### config.mk
export PLATFORM = sky130hd
export DESIGN_NAME = lfu_frame_replacer_core
export DESIGN_NICKNAME = d
export VERILOG_FILES = /design/src/design/lfu_pkg.sv /design/src/design/lfu_cmp_unit.sv /design/src/design/lfu_frame_replacer_core.sv
export SDC_FILE = /design/constraint.sdc
export NUM_CORES = 2
export LEC_CHECK = 0
export ABC_AREA = 1
export BUFFER_PORTS_ARGS = -buffer_cell sky130_fd_sc_hd__buf_2
export CAP_MARGIN = 10
export CORE_ASPECT_RATIO = 0.7
export CORE_MARGIN = 2
export CORE_UTILIZATION = 45
export CTS_CLUSTER_SIZE = 28
export DETAILED_ROUTE_END_ITERATION = 12
export HOLD_SLACK_MARGIN = 0.02
export PLACE_DENSITY = 0.6
export SLEW_MARGIN = 10
export SYNTH_ARGS = -nofsm -noshare
export SYNTH_HDL_FRONTEND = slang
export SYNTH_SLANG_ARGS = --single-unit
### constraint.sdc
create_clock -name clk -period 3.7 [get_ports clk]
set_input_delay 0.37 -clock clk [delete_from_list [all_inputs] [get_ports clk]]
set_output_delay 0.37 -clock clk [all_outputs]
set_load 0.02 [all_outputs]
### src/design/lfu_pkg.sv
// Shared definitions for the LFU frame replacer: operation codes, field widths,
// register reset value and the compare-unit operation select.
// No dependencies.
`default_nettype none

package lfu_pkg;

  localparam int FRAME_W = 6;
  localparam int MODE_W = 2;
  localparam int CFG_W = 7;
  localparam int TCOUNT_W = 7;

  localparam int DEF_FRAMES = 64;
  localparam int DEF_COUNT_BITS = 16;

  localparam logic [CFG_W-1:0] CAP_RESET = 7'd64;

  localparam logic [MODE_W-1:0] MODE_VICTIM = 2'd0;
  localparam logic [MODE_W-1:0] MODE_PIN = 2'd1;
  localparam logic [MODE_W-1:0] MODE_UNPIN = 2'd2;
  localparam logic [MODE_W-1:0] MODE_NOP = 2'd3;

  // compare unit operation
  typedef logic [0:0] cmp_op_t;
  localparam cmp_op_t CMP_MIN = 1'b0;   // (count, rank) of candidate below best
  localparam cmp_op_t CMP_DROP = 1'b1;  // reference rank below candidate rank

endpackage

`default_nettype wire

### src/design/lfu_cmp_unit.sv
// Shared magnitude compare used by both scan passes of the LFU replacer.
// Depends on lfu_pkg for the operation select codes.
`default_nettype none

module lfu_cmp_unit
  import lfu_pkg::*;
#(
  parameter int COUNT_BITS = DEF_COUNT_BITS,
  parameter int RANK_BITS = 6
) (
  input  wire cmp_op_t               op,
  input  wire logic [COUNT_BITS-1:0] cand_cnt,
  input  wire logic [RANK_BITS-1:0]  cand_rank,
  input  wire logic [COUNT_BITS-1:0] best_cnt,
  input  wire logic [RANK_BITS-1:0]  best_rank,
  input  wire logic [RANK_BITS-1:0]  ref_rank,
  output logic                       less
);

  localparam int KEY_W = COUNT_BITS + RANK_BITS;

  logic [KEY_W-1:0] a_key;
  logic [KEY_W-1:0] b_key;

  always_comb begin
    unique case (op)
      CMP_MIN: begin
        a_key = {cand_cnt, cand_rank};
        b_key = {best_cnt, best_rank};
      end
      CMP_DROP: begin
        a_key = {{COUNT_BITS{1'b0}}, ref_rank};
        b_key = {{COUNT_BITS{1'b0}}, cand_rank};
      end
      default: begin
        a_key = '0;
        b_key = '0;
      end
    endcase
  end

  assign less = (a_key < b_key);

endmodule

`default_nettype wire

### src/design/lfu_frame_replacer_core.sv
// LFU frame replacer: sequencer, count/rank memories and valid bits.
// Depends on lfu_pkg and lfu_cmp_unit.
//
// Usage: one request on in_valid/in_ready carries mode and frame. Victim
// evicts the tracked frame with the lowest use count (earliest to reach
// that count on ties); pin stops tracking a frame; unpin bumps a tracked
// frame's count or adds a new one with count 1 while below capacity_limit.
// Each request yields one result on out_valid/out_ready: found,
// victim_frame and tracked_count.
// in_ready is high only while the sequencer is idle. A victim request with
// tracked frames takes two passes over the FRAMES memory entries (minimum
// search, then rank compaction); pin or unpin of a tracked frame takes one
// compaction pass; other requests take no pass. Each pass walks the single
// memory read port with the scan counter.
// The result sits in an output register; a new request is taken while it
// waits, and a finished result holds the sequencer until the slot frees.
// Synchronous reset clears all valid bits, the population count and
// restores capacity_limit to 64; no clearing pass is needed.
// cfg_wen/cfg_wdata write capacity_limit and must be used only when idle.
`default_nettype none

module lfu_frame_replacer_core
  import lfu_pkg::*;
#(
  parameter int FRAMES = DEF_FRAMES,
  parameter int COUNT_BITS = DEF_COUNT_BITS
) (
  input  wire logic                clk,
  input  wire logic                rst,
  input  wire logic                cfg_wen,
  input  wire logic [CFG_W-1:0]    cfg_wdata,
  input  wire logic                in_valid,
  output logic                     in_ready,
  input  wire logic [MODE_W-1:0]   mode,
  input  wire logic [FRAME_W-1:0]  frame,
  output logic                     out_valid,
  input  wire logic                out_ready,
  output logic                     found,
  output logic [FRAME_W-1:0]       victim_frame,
  output logic [TCOUNT_W-1:0]      tracked_count
);

  localparam int IDX_BITS = (FRAMES > 1) ? $clog2(FRAMES) : 1;
  localparam int RANK_BITS = IDX_BITS;
  localparam int CNT_W = IDX_BITS + 1;
  localparam int POP_BITS = $clog2(FRAMES + 1);
  localparam int RNG_W = ((FRAME_W > CNT_W) ? FRAME_W : CNT_W) + 1;
  localparam int CAPC_W = (POP_BITS > CFG_W) ? POP_BITS : CFG_W;

  localparam logic [2:0] ST_IDLE   = 3'd0;
  localparam logic [2:0] ST_RDF    = 3'd1;
  localparam logic [2:0] ST_GRAB   = 3'd2;
  localparam logic [2:0] ST_MIN    = 3'd3;
  localparam logic [2:0] ST_DROP   = 3'd4;
  localparam logic [2:0] ST_APPEND = 3'd5;
  localparam logic [2:0] ST_RESP   = 3'd6;

  logic [2:0] state;

  logic [CFG_W-1:0]    capacity_limit;
  logic [FRAMES-1:0]   tracked;
  logic [POP_BITS-1:0] population;

  logic [COUNT_BITS-1:0] cnt_mem [FRAMES];
  logic [RANK_BITS-1:0]  rank_mem [FRAMES];
  logic [COUNT_BITS-1:0] cnt_q;
  logic [RANK_BITS-1:0]  rank_q;

  logic [MODE_W-1:0]     op_mode;
  logic [IDX_BITS-1:0]   op_frame;
  logic [CNT_W-1:0]      idx;
  logic                  lag_valid;
  logic [IDX_BITS-1:0]   lag_idx;
  logic                  have;
  logic [IDX_BITS-1:0]   best_idx;
  logic [COUNT_BITS-1:0] best_cnt;
  logic [RANK_BITS-1:0]  best_rank;
  logic [RANK_BITS-1:0]  drop_rank;
  logic [COUNT_BITS-1:0] append_cnt;
  logic                  res_found;
  logic [FRAME_W-1:0]    res_victim;

  logic                  in_fire;
  logic                  in_range;
  logic [IDX_BITS-1:0]   in_idx;
  logic                  room;
  logic                  issuing;
  logic                  scan_done;
  logic [IDX_BITS-1:0]   rd_addr;
  cmp_op_t               cmp_op;
  logic                  cmp_less;
  logic                  rank_we;
  logic [IDX_BITS-1:0]   rank_waddr;
  logic [RANK_BITS-1:0]  rank_wdata;

  assign in_ready = (state == ST_IDLE);
  assign in_fire = in_valid && in_ready;
  assign in_range = (RNG_W'(frame) < RNG_W'(FRAMES));
  assign in_idx = IDX_BITS'(frame);
  assign room = (CAPC_W'(population) < CAPC_W'(capacity_limit));

  assign issuing = (idx < CNT_W'(FRAMES));
  assign scan_done = !issuing && !lag_valid;
  assign rd_addr = (state == ST_RDF) ? op_frame : idx[IDX_BITS-1:0];
  assign cmp_op = (state == ST_DROP) ? CMP_DROP : CMP_MIN;

  lfu_cmp_unit #(
    .COUNT_BITS(COUNT_BITS),
    .RANK_BITS (RANK_BITS)
  ) u_cmp (
    .op       (cmp_op),
    .cand_cnt (cnt_q),
    .cand_rank(rank_q),
    .best_cnt (best_cnt),
    .best_rank(best_rank),
    .ref_rank (drop_rank),
    .less     (cmp_less)
  );

  // rank memory write: compaction decrement or append at the newest rank
  always_comb begin
    rank_we = 1'b0;
    rank_waddr = lag_idx;
    rank_wdata = rank_q - RANK_BITS'(1);
    if (state == ST_DROP) begin
      rank_we = lag_valid && tracked[lag_idx] && cmp_less;
    end else if (state == ST_APPEND) begin
      rank_we = 1'b1;
      rank_waddr = op_frame;
      rank_wdata = RANK_BITS'(population);
    end
  end

  always_ff @(posedge clk) begin
    cnt_q <= cnt_mem[rd_addr];
    rank_q <= rank_mem[rd_addr];
    if (state == ST_APPEND) begin
      cnt_mem[op_frame] <= append_cnt;
    end
    if (rank_we) begin
      rank_mem[rank_waddr] <= rank_wdata;
    end
  end

  always_ff @(posedge clk) begin
    if (rst) begin
      capacity_limit <= CAP_RESET;
    end else if (cfg_wen) begin
      capacity_limit <= cfg_wdata;
    end
  end

  // scan pipeline: address idx now, data for lag_idx next cycle;
  // the counter rewinds at the end of each pass
  always_ff @(posedge clk) begin
    if ((state == ST_MIN || state == ST_DROP) && !scan_done) begin
      lag_valid <= issuing;
      lag_idx <= idx[IDX_BITS-1:0];
      if (issuing) begin
        idx <= idx + CNT_W'(1);
      end
    end else begin
      lag_valid <= 1'b0;
      idx <= '0;
    end
  end

  always_ff @(posedge clk) begin
    if (rst) begin
      state <= ST_IDLE;
      tracked <= '0;
      population <= '0;
      out_valid <= 1'b0;
    end else begin
      if (state == ST_RESP && (!out_valid || out_ready)) begin
        out_valid <= 1'b1;
      end else if (out_valid && out_ready) begin
        out_valid <= 1'b0;
      end
      unique case (state)
        ST_IDLE: begin
          if (in_fire) begin
            op_mode <= mode;
            op_frame <= in_idx;
            res_found <= 1'b0;
            res_victim <= '0;
            have <= 1'b0;
            append_cnt <= COUNT_BITS'(1);
            case (mode)
              MODE_VICTIM: begin
                state <= (population != '0) ? ST_MIN : ST_RESP;
              end
              MODE_PIN: begin
                state <= (in_range && tracked[in_idx]) ? ST_RDF : ST_RESP;
              end
              MODE_UNPIN: begin
                if (in_range && tracked[in_idx]) begin
                  state <= ST_RDF;
                end else if (in_range && room) begin
                  state <= ST_APPEND;
                end else begin
                  state <= ST_RESP;
                end
              end
              default: begin
                state <= ST_RESP;
              end
            endcase
          end
        end
        ST_RDF: begin
          state <= ST_GRAB;
        end
        ST_GRAB: begin
          drop_rank <= rank_q;
          append_cnt <= (cnt_q == {COUNT_BITS{1'b1}}) ? cnt_q : cnt_q + COUNT_BITS'(1);
          tracked[op_frame] <= 1'b0;
          population <= population - POP_BITS'(1);
          state <= ST_DROP;
        end
        ST_MIN: begin
          if (lag_valid && tracked[lag_idx] && (!have || cmp_less)) begin
            have <= 1'b1;
            best_idx <= lag_idx;
            best_cnt <= cnt_q;
            best_rank <= rank_q;
          end
          if (scan_done) begin
            drop_rank <= best_rank;
            tracked[best_idx] <= 1'b0;
            population <= population - POP_BITS'(1);
            res_found <= 1'b1;
            res_victim <= FRAME_W'(best_idx);
            state <= ST_DROP;
          end
        end
        ST_DROP: begin
          if (scan_done) begin
            state <= (op_mode == MODE_UNPIN) ? ST_APPEND : ST_RESP;
          end
        end
        ST_APPEND: begin
          tracked[op_frame] <= 1'b1;
          population <= population + POP_BITS'(1);
          state <= ST_RESP;
        end
        ST_RESP: begin
          if (!out_valid || out_ready) begin
            found <= res_found;
            victim_frame <= res_victim;
            tracked_count <= TCOUNT_W'(population);
            state <= ST_IDLE;
          end
        end
        default: begin
          state <= ST_IDLE;
        end
      endcase
    end
  end

endmodule

`default_nettype wire
==> out/results.ini <==
[run_status]
outcome = complete, no violations

[yosys]
yosys_warnings = 0
ys.flop_type = edfxtp_1
yosys.area.top_type = edfxtp_1
syn-instance-count = 5337
netlist_top_cells_area = edfxtp_1, o21ai_0, nor2_1, dfxtp_1, o221ai_1
syn-cell-area_um2 = 65900
synth_top_area_share_pct = 68.1
ys_ff_latch = 1606
avgSynthCellArea_um2 = 12.3
synth_edf_count = 1494
synthDistinctLibCells = 46
async_reset_ff_share_pct = 0
synth.yosys.seq_area_share_pct = 71.5
syn-num-nets = 5393

[floorplan]
fp.coreArea_um2 = 145000
die_y_um = 324
die-area_um2 = 149000
fp-row-count = 117
start_util_pct = 45.3
io_pins = 36
die_x_um = 461

[setup_path]
start_kind = flop
r2r_end = rank_mem[55][5]
arrival_ns = 3.98
end_kind = flop
r2r-start = state[0]
path_max_fanout = 9
rrSetupSlack_ns = 0.19
path_class = flop to flop
r2r_cells = 18
required_ns = 4.17

[clock_tree]
cts_tree = built
cts_buffer_depth = 3
cts_buffers = 154
clk_pin_slew_worst_paths_ns = 0.07
clock_sinks = 1606
clock_latency_ns = 0.82
ctsRootBufferMaster = clkbuf_16
htreeDepth = 4

[power]
peakVddDrop_mv = 0.645
leakage_nw = 24.0
pwr_density_cell_nw_per_um2 = 747

[global_routing]
grt_pass1_vias = 42600
overflow = 0
grt_usage_pct = 26.6
grt_max_degree = 142
grt_antenna_before_repair = 7
grt_first_pass_wirelength_um = 291000

[route]
firstDrtPassIters = 6
drc = 0
routed.top_layer = met5
wl_per_cell_um = 26.6
met1_length_um = 89700
wl_met3_um = 24200
antenna_left = 0
vias_per_cell = 6.07
wirelength_um = 200000
dr.first_iter.drc_count = 6902
wl_met2_um = 81800
num_vias = 45700

[hold_path]
whs_endpoint = state[1]
min_delay_path_depth = 5
min_from = in_valid
hold_class = input pin to flop

[layout]
layout-drive-gt1-share_pct = 12.4
fin_area_um2 = 75200
finalNetCount = 5506
area_growth_pct = 14.2

[sta]
finalClockSkew_ns = 0.0533
worst_slew_pin_slew_ns = 1.24
rsz0062_at_grt = true
min_period_over_period_pct = 94.9
fin_tns_setup_ns = 0
max_freq_ghz = 0.285
drv_slew = 0
fin_crit_ns = 3.51
relSlewSlack_pct = 17.5
setup_viol = 0
hold_viol = 0

[place]
dp_hpwl_um = 121000
place_congestion = 0.959
port-buffer-count = 35
placed_cell_area_um2 = 69700

[flow_run]
cap_violations = 0

==> worst max-delay path by stage <==
stage / start / endpoint / slack [ns] / cells after the start
3_5_place_dp: state[0] / rank_mem[31][3] / -0.08 / 15
4_1_cts: state[0] / rank_mem[42][1] / -0.005 / 15
3_3_place_gp: state[0] / rank_mem[56][3] / -0.004 / 15
2_1_floorplan: state[1] / rank_mem[0][0] / -0.34 / 5
6_report: state[0] / rank_mem[55][5] / 0.19 / 18
5_1_grt: state[0] / rank_mem[7][3] / -0.02 / 18
==> routing by layer <==
metal,track usage (%),vias to the layer above
met5,0,-
met2,36.2,2525
met4,6.81,2
met1,41.4,22700
met3,7.26,301
li1,-,20200
==> cell type report <==
class | instances | area (um2)
inverters | 177 | 692
multi-input cells | 3178 | 16900
diodes | 3 | 7.51
fillers | 12400 | 70200
well taps | 1963 | 2460
flip-flops and latches | 1606 | 47100
clock inverters | 76 | 827
repair buffers | 333 | 3110
clock buffers | 203 | 4150
==> cells in the final DEF (no fill, tap or decap), types with 6 or more instances in the layout <==
master,synthesis,routed
a21oi_1,52,52
a31oi_1,63,63
buf_12,0,49
buf_2,129,35
buf_4,29,221
bufinv_16,0,10
clkbuf_1,193,40
clkbuf_16,0,156
clkbuf_8,0,7
clkinv_1,12,34
clkinv_2,0,22
dfxtp_1,112,112
dlygate4sd3_1,0,25
edfxtp_1,1494,1494
ha_1,35,35
inv_1,155,154
inv_2,9,7
inv_6,0,7
nand2_1,266,262
nand2_2,3,6
nand3_1,242,242
nand4_1,9,9
nor2_1,966,852
nor2_2,2,108
nor2_4,1,9
nor3_1,48,32
nor3_2,0,16
o211ai_1,180,180
o21ai_0,784,779
o21ai_1,69,68
o21ai_4,1,9
o221ai_1,181,181
o22ai_1,225,225
o32ai_1,15,15
xor2_1,9,9
==> where the power goes <==
| group | internal, mW | total [mW] | switching, mW |
|---|---|---|---|
| combinational | 4.52 | 17.3 | 12.8 |
| sequential | 22.6 | 23.2 | 0.570 |
| clock | 8.70 | 15.8 | 7.08 |
==> per-stage QoR <==
step	worst slack [ns]	utilization (%)	total power, mW	hold slack [ns]	cells
detailed placement	-0.0817	48.0	40.4	0.420	7231
floorplan	-0.340	-	32.8	0.400	5337
global placement	-0.00411	48.0	40.3	0.415	7230
global route	-0.0238	51.7	58.5	0.111	7536
CTS	-0.00503	51.6	56.1	0.0484	7535
finish	0.189	51.7	56.2	0.105	7539
==> timing repair <==
item                                   CTS  global route
setup endpoints to repair              206           384
endpoints found under the hold margin   17             0
setup buffers                            0             0
resized for setup                       38            36
pin swaps                                0             0
cloned                                   0             0
hold buffers                            25             0
==> state kept, by name, summed over array words and instances (netlist names), 16 cells and up <==
| register | flops |
|---|---|
| cnt_q | 16 |
| append_cnt | 16 |
| rank_mem | 384 |
| best_cnt | 16 |
| cnt_mem | 1024 |
| tracked | 64 |
==> cells in the mapped netlist, types with 3 or more instances <==
master       n
a211oi_1     3
a21oi_1     52
a31oi_1     63
buf_1       15
buf_2      129
buf_4       29
buf_6        8
clkbuf_1   193
clkinv_1    12
dfxtp_1    112
edfxtp_1  1494
ha_1        35
inv_1      155
inv_2        9
nand2_1    266
nand2_2      3
nand3_1    242
nand4_1      9
nor2_1     966
nor3_1      48
nor4_1       3
o211ai_1   180
o21ai_0    784
o21ai_1     69
o21ai_2      4
o221ai_1   181
o22ai_1    225
o31ai_1      3
o32ai_1     15
xnor2_1      3
xor2_1       9
==> worst max-delay path, stage by stage, from the launching register on <==
cell and delay, ns:
dfxtp_1 0.34, inv_2 0.16, nand3_2 0.10, inv_2 0.17
buf_4 0.21, nor2_1 0.05, ha_1 0.30, nand2_1 0.07
nor2_1 0.04, a211oi_1 0.18, o21ai_0 0.12, nand2_1 0.07
nand2_1 0.07, a21oi_1 0.26, nand4_1 0.17, nand2_2 0.22
nand2_1 0.12, buf_4 0.23, nor2_2 0.29
==> cells by family (layout without fill, tap and decap cells) <==
logic type | after synthesis | after routing | share of synthesized area [%]
DFF | 1606 | 1606 | 71.5
AOI/OAI and AO/OA | 1584 | 1584 | 14.5
and+or+nand+nor | 1546 | 1546 | 9.48
buffers and inverters | 553 | 789 | 3.66
adders and majority gates | 36 | 36 | 0.695
xor gates and xnor gates | 12 | 12 | 0.160
other | 0 | 3 | 0
No activity file was read; power rests on OpenSTA's default activity.
